--- src/sv/wwrb_pkg.sv ---
// ----------------------------------------------------------------------------
// wwrb_pkg
// Shared types and constants for the word-wrap row breaker.
// ----------------------------------------------------------------------------
package wwrb_pkg;

  localparam logic [7:0] CharNul     = 8'h00;
  localparam logic [7:0] CharTab     = 8'h09;
  localparam logic [7:0] CharNewline = 8'h0A;
  localparam logic [7:0] CharSpace   = 8'h20;

  localparam logic [7:0] RowColumnsReset = 8'd80;

  typedef enum logic [1:0] {
    ClsEnd,
    ClsNewline,
    ClsBlank,
    ClsWord
  } char_class_e;

  // head of the front-to-back queue
  typedef struct packed {
    logic        valid;
    char_class_e cls;
  } item_t;

endpackage

--- src/sv/wwrb_front.sv ---
// ----------------------------------------------------------------------------
// wwrb_front
// Accepts text bytes, classifies them, tags each with its text offset and
// holds them in a two-entry queue for the break engine.
// ----------------------------------------------------------------------------
module wwrb_front #(
  parameter int OFFSET_BITS = 16
) (
  input  logic                   clk_i,
  input  logic                   rst_ni,
  input  logic                   in_valid_i,
  output logic                   in_ready_o,
  input  logic [7:0]             character_i,
  output wwrb_pkg::item_t        head_o,
  output logic [OFFSET_BITS-1:0] head_pos_o,
  input  logic                   pop_i
);

  wwrb_pkg::char_class_e  cls_q [2];
  logic [OFFSET_BITS-1:0] pos_q [2];
  logic                   wr_ptr_q, wr_ptr_d;
  logic                   rd_ptr_q, rd_ptr_d;
  logic [1:0]             cnt_q, cnt_d;
  logic [OFFSET_BITS-1:0] text_pos_q, text_pos_d;
  wwrb_pkg::char_class_e  in_cls;
  logic                   push;
  logic                   pop;

  always_comb begin
    priority if (character_i == wwrb_pkg::CharNul) begin
      in_cls = wwrb_pkg::ClsEnd;
    end else if (character_i == wwrb_pkg::CharNewline) begin
      in_cls = wwrb_pkg::ClsNewline;
    end else if (character_i == wwrb_pkg::CharSpace || character_i == wwrb_pkg::CharTab) begin
      in_cls = wwrb_pkg::ClsBlank;
    end else begin
      in_cls = wwrb_pkg::ClsWord;
    end
  end

  assign in_ready_o = (cnt_q != 2'd2);
  assign push       = in_valid_i && in_ready_o;
  assign pop        = pop_i && (cnt_q != 2'd0);

  assign head_o.valid = (cnt_q != 2'd0);
  assign head_o.cls   = cls_q[rd_ptr_q];
  assign head_pos_o   = pos_q[rd_ptr_q];

  always_comb begin
    wr_ptr_d   = wr_ptr_q;
    rd_ptr_d   = rd_ptr_q;
    cnt_d      = cnt_q;
    text_pos_d = text_pos_q;
    if (push) begin
      wr_ptr_d = ~wr_ptr_q;
      // end of text restarts offsets for the next text
      if (in_cls == wwrb_pkg::ClsEnd) begin
        text_pos_d = '0;
      end else begin
        text_pos_d = OFFSET_BITS'(text_pos_q + 1'b1);
      end
    end
    if (pop) begin
      rd_ptr_d = ~rd_ptr_q;
    end
    unique case ({push, pop})
      2'b10:   cnt_d = cnt_q + 2'd1;
      2'b01:   cnt_d = cnt_q - 2'd1;
      default: cnt_d = cnt_q;
    endcase
  end

  always_ff @(posedge clk_i or negedge rst_ni) begin
    if (!rst_ni) begin
      wr_ptr_q   <= 1'b0;
      rd_ptr_q   <= 1'b0;
      cnt_q      <= 2'd0;
      text_pos_q <= '0;
    end else begin
      wr_ptr_q   <= wr_ptr_d;
      rd_ptr_q   <= rd_ptr_d;
      cnt_q      <= cnt_d;
      text_pos_q <= text_pos_d;
    end
  end

  always_ff @(posedge clk_i) begin
    if (push) begin
      cls_q[wr_ptr_q] <= in_cls;
      pos_q[wr_ptr_q] <= text_pos_q;
    end
  end

endmodule

--- src/sv/wwrb_back.sv ---
// ----------------------------------------------------------------------------
// wwrb_back
// Break engine: keeps the row state, decides row breaks for each queued byte
// and drives the result register.
// ----------------------------------------------------------------------------
module wwrb_back #(
  parameter int MAX_COLUMNS = 255,
  parameter int OFFSET_BITS = 16
) (
  input  logic                   clk_i,
  input  logic                   rst_ni,
  input  logic                   cfg_we_i,
  input  logic [7:0]             cfg_data_i,
  input  wwrb_pkg::item_t        head_i,
  input  logic [OFFSET_BITS-1:0] head_pos_i,
  output logic                   pop_o,
  output logic                   out_valid_o,
  input  logic                   out_ready_i,
  output logic [15:0]            row_start_o,
  output logic [7:0]             row_length_o,
  output logic                   is_done_o,
  output logic [15:0]            row_count_o
);

  localparam logic [7:0] MaxCols = 8'(MAX_COLUMNS);

  logic [7:0]             row_columns_q;
  logic [OFFSET_BITS-1:0] start_q, start_d;
  logic [7:0]             scan_q, scan_d;
  logic                   lbi_vld_q, lbi_vld_d;
  logic [7:0]             lbi_q, lbi_d;
  logic                   skip_q, skip_d;
  logic [15:0]            rows_q, rows_d;
  logic                   flush_q, flush_d;

  logic                   out_valid_q;
  logic [15:0]            row_start_q;
  logic [7:0]             row_length_q;
  logic                   is_done_q;
  logic [15:0]            row_count_q;

  logic [7:0]             cols;
  logic [OFFSET_BITS-1:0] next_pos;
  logic                   emit;
  logic                   emit_done;
  logic                   hold;
  logic [OFFSET_BITS-1:0] emit_start;
  logic [7:0]             emit_len;
  logic [OFFSET_BITS+15:0] start_ext;
  logic                   out_free;
  logic                   take;

  always_comb begin
    priority if (row_columns_q == 8'd0) begin
      cols = 8'd1;
    end else if (row_columns_q > MaxCols) begin
      cols = MaxCols;
    end else begin
      cols = row_columns_q;
    end
  end

  assign next_pos = OFFSET_BITS'(head_pos_i + 1'b1);
  assign out_free = !out_valid_q || out_ready_i;

  always_comb begin
    start_d    = start_q;
    scan_d     = scan_q;
    lbi_vld_d  = lbi_vld_q;
    lbi_d      = lbi_q;
    skip_d     = skip_q;
    rows_d     = rows_q;
    flush_d    = flush_q;
    emit       = 1'b0;
    emit_done  = 1'b0;
    hold       = 1'b0;
    emit_start = start_q;
    emit_len   = scan_q;
    unique case (head_i.cls)
      wwrb_pkg::ClsEnd: begin
        if (!flush_q && !skip_q && scan_q != 8'd0) begin
          // flush the pending row first, the byte stays queued for the done beat
          emit    = 1'b1;
          hold    = 1'b1;
          flush_d = 1'b1;
        end else begin
          emit      = 1'b1;
          emit_done = 1'b1;
          start_d   = '0;
          scan_d    = 8'd0;
          lbi_vld_d = 1'b0;
          skip_d    = 1'b0;
          rows_d    = 16'd0;
          flush_d   = 1'b0;
        end
      end
      default: begin
        priority if (skip_q) begin
          if (head_i.cls != wwrb_pkg::ClsBlank) begin
            skip_d    = 1'b0;
            lbi_vld_d = 1'b0;
            if (head_i.cls == wwrb_pkg::ClsNewline) begin
              start_d = next_pos;
              scan_d  = 8'd0;
            end else begin
              start_d = head_pos_i;
              scan_d  = 8'd1;
            end
          end
        end else if (head_i.cls == wwrb_pkg::ClsNewline) begin
          emit      = 1'b1;
          start_d   = next_pos;
          scan_d    = 8'd0;
          lbi_vld_d = 1'b0;
        end else if (scan_q < cols) begin
          if (scan_q == 8'd0) begin
            start_d = head_pos_i;
          end
          if (head_i.cls == wwrb_pkg::ClsBlank) begin
            lbi_vld_d = 1'b1;
            lbi_d     = scan_q;
          end
          scan_d = scan_q + 8'd1;
        end else if (head_i.cls == wwrb_pkg::ClsBlank) begin
          emit      = 1'b1;
          scan_d    = 8'd0;
          lbi_vld_d = 1'b0;
          skip_d    = 1'b1;
        end else if (lbi_vld_q && lbi_q != 8'd0 && lbi_q < scan_q) begin
          // back off to the last blank, the tail of the word moves down
          emit      = 1'b1;
          emit_len  = lbi_q;
          start_d   = OFFSET_BITS'(start_q + OFFSET_BITS'(lbi_q) + 1'b1);
          scan_d    = scan_q - lbi_q;
          lbi_vld_d = 1'b0;
        end else begin
          emit      = 1'b1;
          start_d   = head_pos_i;
          scan_d    = 8'd1;
          lbi_vld_d = 1'b0;
        end
        if (emit) begin
          rows_d = rows_q + 16'd1;
        end
      end
    endcase
    if (hold) begin
      rows_d = rows_q + 16'd1;
    end
  end

  assign take  = head_i.valid && (!emit || out_free);
  assign pop_o = take && !hold;

  assign start_ext = {16'd0, emit_start};

  always_ff @(posedge clk_i or negedge rst_ni) begin
    if (!rst_ni) begin
      row_columns_q <= wwrb_pkg::RowColumnsReset;
      start_q       <= '0;
      scan_q        <= 8'd0;
      lbi_vld_q     <= 1'b0;
      skip_q        <= 1'b0;
      rows_q        <= 16'd0;
      flush_q       <= 1'b0;
      out_valid_q   <= 1'b0;
    end else begin
      if (cfg_we_i) begin
        row_columns_q <= cfg_data_i;
      end
      if (take) begin
        start_q   <= start_d;
        scan_q    <= scan_d;
        lbi_vld_q <= lbi_vld_d;
        skip_q    <= skip_d;
        rows_q    <= rows_d;
        flush_q   <= flush_d;
      end
      if (take && emit) begin
        out_valid_q <= 1'b1;
      end else if (out_ready_i) begin
        out_valid_q <= 1'b0;
      end
    end
  end

  always_ff @(posedge clk_i) begin
    if (take) begin
      lbi_q <= lbi_d;
    end
    if (take && emit) begin
      row_start_q  <= emit_done ? 16'd0 : start_ext[15:0];
      row_length_q <= emit_done ? 8'd0 : emit_len;
      is_done_q    <= emit_done;
      // done beat reports the total before the count restarts
      row_count_q  <= emit_done ? rows_q : rows_d;
    end
  end

  assign out_valid_o  = out_valid_q;
  assign row_start_o  = row_start_q;
  assign row_length_o = row_length_q;
  assign is_done_o    = is_done_q;
  assign row_count_o  = row_count_q;

endmodule

--- src/sv/word_wrap_row_breaker.sv ---
// ----------------------------------------------------------------------------
// word_wrap_row_breaker
// Greedy word wrap over a byte stream, reporting each row as offset and length.
// ----------------------------------------------------------------------------
// One text byte is taken per clock cycle while the input queue has room. An
// accepted byte is written into the input queue; the break engine works on
// the head of the queue and registers its result beat. The end-of-text byte
// stays at the head for a second pass of the break engine when a row is
// still pending, since the result register holds one beat at a time and
// that byte yields the final row and the done beat; every other byte is
// popped in a single pass. A two-entry queue between the classifier and
// the break engine lets input keep flowing while a result beat waits.
// The row_columns register is written through cfg_we_i / cfg_data_i and
// resets to 80; there is no clearing pass after reset.
module word_wrap_row_breaker #(
  parameter int MAX_COLUMNS = 255,
  parameter int OFFSET_BITS = 16
) (
  input  logic        clk_i,
  input  logic        rst_ni,
  input  logic        cfg_we_i,
  input  logic [7:0]  cfg_data_i,
  input  logic        in_valid_i,
  output logic        in_ready_o,
  input  logic [7:0]  character_i,
  output logic        out_valid_o,
  input  logic        out_ready_i,
  output logic [15:0] row_start_o,
  output logic [7:0]  row_length_o,
  output logic        is_done_o,
  output logic [15:0] row_count_o
);

  wwrb_pkg::item_t        head;
  logic [OFFSET_BITS-1:0] head_pos;
  logic                   pop;

  wwrb_front #(
    .OFFSET_BITS (OFFSET_BITS)
  ) u_front (
    .clk_i       (clk_i),
    .rst_ni      (rst_ni),
    .in_valid_i  (in_valid_i),
    .in_ready_o  (in_ready_o),
    .character_i (character_i),
    .head_o      (head),
    .head_pos_o  (head_pos),
    .pop_i       (pop)
  );

  wwrb_back #(
    .MAX_COLUMNS (MAX_COLUMNS),
    .OFFSET_BITS (OFFSET_BITS)
  ) u_back (
    .clk_i        (clk_i),
    .rst_ni       (rst_ni),
    .cfg_we_i     (cfg_we_i),
    .cfg_data_i   (cfg_data_i),
    .head_i       (head),
    .head_pos_i   (head_pos),
    .pop_o        (pop),
    .out_valid_o  (out_valid_o),
    .out_ready_i  (out_ready_i),
    .row_start_o  (row_start_o),
    .row_length_o (row_length_o),
    .is_done_o    (is_done_o),
    .row_count_o  (row_count_o)
  );

endmodule

--- config.mk ---
export PLATFORM = sky130hd
export DESIGN_NAME = word_wrap_row_breaker
export DESIGN_NICKNAME = d
export VERILOG_FILES = /design/src/sv/wwrb_pkg.sv /design/src/sv/wwrb_front.sv /design/src/sv/wwrb_back.sv /design/src/sv/word_wrap_row_breaker.sv
export SDC_FILE = /design/constraint.sdc
export NUM_CORES = 1
export LEC_CHECK = 0
export BUFFER_PORTS_ARGS = -buffer_cell sky130_fd_sc_hd__buf_2
export CORE_MARGIN = 8
export CORE_UTILIZATION = 50
export CTS_CLUSTER_SIZE = 25
export DETAILED_ROUTE_END_ITERATION = 8
export PLACE_DENSITY = 0.69
export SLEW_MARGIN = 20
export SYNTH_ARGS = -nofsm -noshare
export SYNTH_HDL_FRONTEND = slang
export SYNTH_SLANG_ARGS = --single-unit
--- constraint.sdc ---
create_clock -name clk_i -period 6.1 [get_ports clk_i]
set_input_delay 0.61 -clock clk_i [delete_from_list [all_inputs] [get_ports clk_i]]
set_output_delay 0.61 -clock clk_i [all_outputs]
set_load 0.02 [all_outputs]
==> metrics <==
Synth Flop Type=edfxtp_1; final hold vios=0; total number of vias=6388; Mapped Area=about 0.0085 mm2; syn nets=884; # nets final=943; setup tns final=0 ps; CP Capture Type=register; status=finished clean; share of post-route cells with drive strength above 1=0.143; fin. max-slew vios=0; Post-synth EDFFs=85; Reg2Reg Depth=7; Die Ht=147 um; Final Skew=approximately 7.1 ps; hold slack=approximately 330 ps; remaining routing DRC violations=0; post-DR vias/cell=5.66; YS warnings=0; initial antenna violation count=0; minimum clock period=3660 ps; clock tree sinks=157; Post-Syn Area per Cell=10.3 um2; RSZ-0062 raised after global routing=false; Final period util=0.600; Multi-input gate area=roughly 0.0039 mm2; Die ar.=approximately 0.022 mm2; RePlAce Congestion=0.859; Buffers on Ports=63; worst hold path class=primary input to asynchronous set/reset pin; Max-slew headroom=0.269; FMAX=0.273 GHz; drt first pass iters=4; Inserted Diodes=0; vias in the first global route=6110; H-tree Lvls=4; Register Area=0.00436 mm2; WL/cell=16.2 um; root buf cell=clkbuf_16; clock-pin slew on the worst setup and hold paths=60 ps; Synth-to-Final Area Change=12.6%; Final HPWL DP=about 13000 um; kind of critical path=register to register; post-synthesis sequential area ratio=0.510; GRT Total Usage=0.175; Least-Margin Pin Slew=between 1000 and 1500 ps; Setup crit start kind=register; crit-path max FO=13; Cell variety after synth=70; chip width=between 100 and 150 um; Lkg Pwr=3.88 nW; latest clock arrival within the worst-skew pair=430 ps; pin count of the biggest net entering global routing=73; post-cts hold buffer count=0; register bit total from synthesis=about 160; first-pass GRT wire length=30800 um; Post-CTS Setup Bufs=0; Starting Density=0.503; ys async rst share=0.459; Detailed Route Iter0 Violations=roughly 300; Remaining Overflow, GRT=0; PwrDens=480 mW/mm2; WP data arrival=3710 ps; CTS Buf Count=17; Core Area=around 0.017 mm2; Required @ worst endpoint=6150 ps; remaining antenna violation count=0; CTS Buffer Depth=2; Routed WL=approximately 18000 um; fill cell count=1484; Worst VDD drop=0.000240 V; post-synthesis cell count=between 800 and 900; MaxCap Viol Count=0; TritonCTS clock tree=yes; I/O pins=64; final setup vio count=0; post_cts resized=0; Cell Rows=48
[Yosys cell counts (all sizes together) (20+ instances only)]
cell	n	share of area
inv	37	0.016
nor2b	21	0.015
ha	29	0.042
a21oi	44	0.026
nand2b	20	0.015
o21ai	87	0.051
nor2	67	0.029
dfrtp	70	0.20
xnor2	27	0.028
edfxtp	85	0.30
nand3	30	0.018
nand2	79	0.035
[through the flow]
stage           util  cells  instance area [um2]  power, mW  worst slack [ps]
6_report       0.566   1129                 9630       4.62              2440
5_1_grt        0.566   1129                 9630       4.94              2130
4_1_cts        0.566   1129                 9630       4.64              2200
3_5_place_dp   0.532   1097                 9040       3.57              2220
3_3_place_gp   0.532   1097                 9040       3.55              2280
2_1_floorplan      -    832                 8550       3.11              2810
[layout make-up]
class                   count  area share
clock buffers              17      0.0442
clock inverters            15      0.0169
inverters                  37      0.0144
multi-input cells         609       0.405
flip-flops and latches    157       0.453
well taps                 225      0.0292
repair buffers             69      0.0377
[worst max-delay path, stage by stage (launching register included)]
cell,delay (ps)
dfrtp_1,500
ha_1,360
a2111oi_0,450
o21a_1,220
o2bb2ai_2,310
a221oi_1,240
or2_2,390
nor3_1,810
[placed cells by master, fill, tap and decap left out, drive strengths merged, types with 5 or more instances in the layout]
cell type  netlist  layout
and3            18      18
nand2b          20      20
o32a             5       5
ha              29      29
xor2             9       9
clkbuf          13      17
o31ai            9       9
mux2i           14      14
or4             10      10
nand2           79      79
a211oi           9       9
nor2b           21      21
nand3           30      30
a2bb2oi          9       9
edfxtp          85      85
xnor2           27      27
mux2            10      10
inv             37      42
nor3            15      15
o21ai           87      87
nand4           14      14
dfrtp           70      70
or3             12      12
nor2            67      67
and2             5       5
a31oi            6       6
a21oi           44      44
clkinv           0       5
buf             16      69
[where the power goes]
part	switching, mW	leakage (nW)	internal (mW)	total, mW
logic	1.12	1.86	0.714	1.83
clock network	0.447	0.282	0.609	1.06
registers	0.238	1.73	1.50	1.74
total	1.80	3.88	2.82	4.62
[layer usage]
layer	share of wire	track usage	wire length [um]
met1	0.48	0.232	8770
met2	0.45	0.274	8270
met3	0.052	0.0449	951
met4	0.016	0.0613	298
met5	0	0	0
[cells by family (layout without fill, tap and decap cells)]
family                   count (synthesis)  after routing  share of synthesized area
AO/OA/AOI/OAI                          212            212                      0.159
AND/OR/NAND/NOR                        306            306                      0.182
adder cells (fa/ha/maj)                 31             31                     0.0471
buffers and inverters                   66            138                     0.0354
XOR/XNOR                                36             36                     0.0369
multiplexers                            24             24                     0.0300
flip-flops                             157            157                      0.510
[state kept, by name, indices dropped and copies added (netlist names)]
signal                cells
u_back.skip_q             1
u_front.cnt_q             2
u_back.row_count_o       16
u_back.is_done_o          1
u_back.emit_start        16
u_back.row_start_o       16
u_back.lbi_vld_q          1
u_front.text_pos_q       16
u_front.rd_ptr_q          1
u_front.pos_q            32
u_back.lbi_q              8
u_front.cls_q             4
u_front.wr_ptr_q          1
u_back.row_length_o       8
u_back.out_valid_o        1
u_back.scan_q             8
u_back.row_columns_q      8
u_back.flush_q            1
u_back.rows_q            16
[final timing paths]
path	from	end	slack (ps)
min in group clk_i	cfg_data_i[7]	u_back.row_columns_q[7]	380
min reg2reg	u_front.cnt_q[1]	u_front.cnt_q[1]	500
max reg2reg	u_back.scan_q[3]	u_back.lbi_q[0]	2440
max	u_back.scan_q[3]	u_back.lbi_q[0]	2440
max in group asynchronous	rst_ni	u_front.rd_ptr_q	5090
min	rst_ni	u_front.text_pos_q[12]	330
No activity file was read; power rests on OpenSTA's default activity.
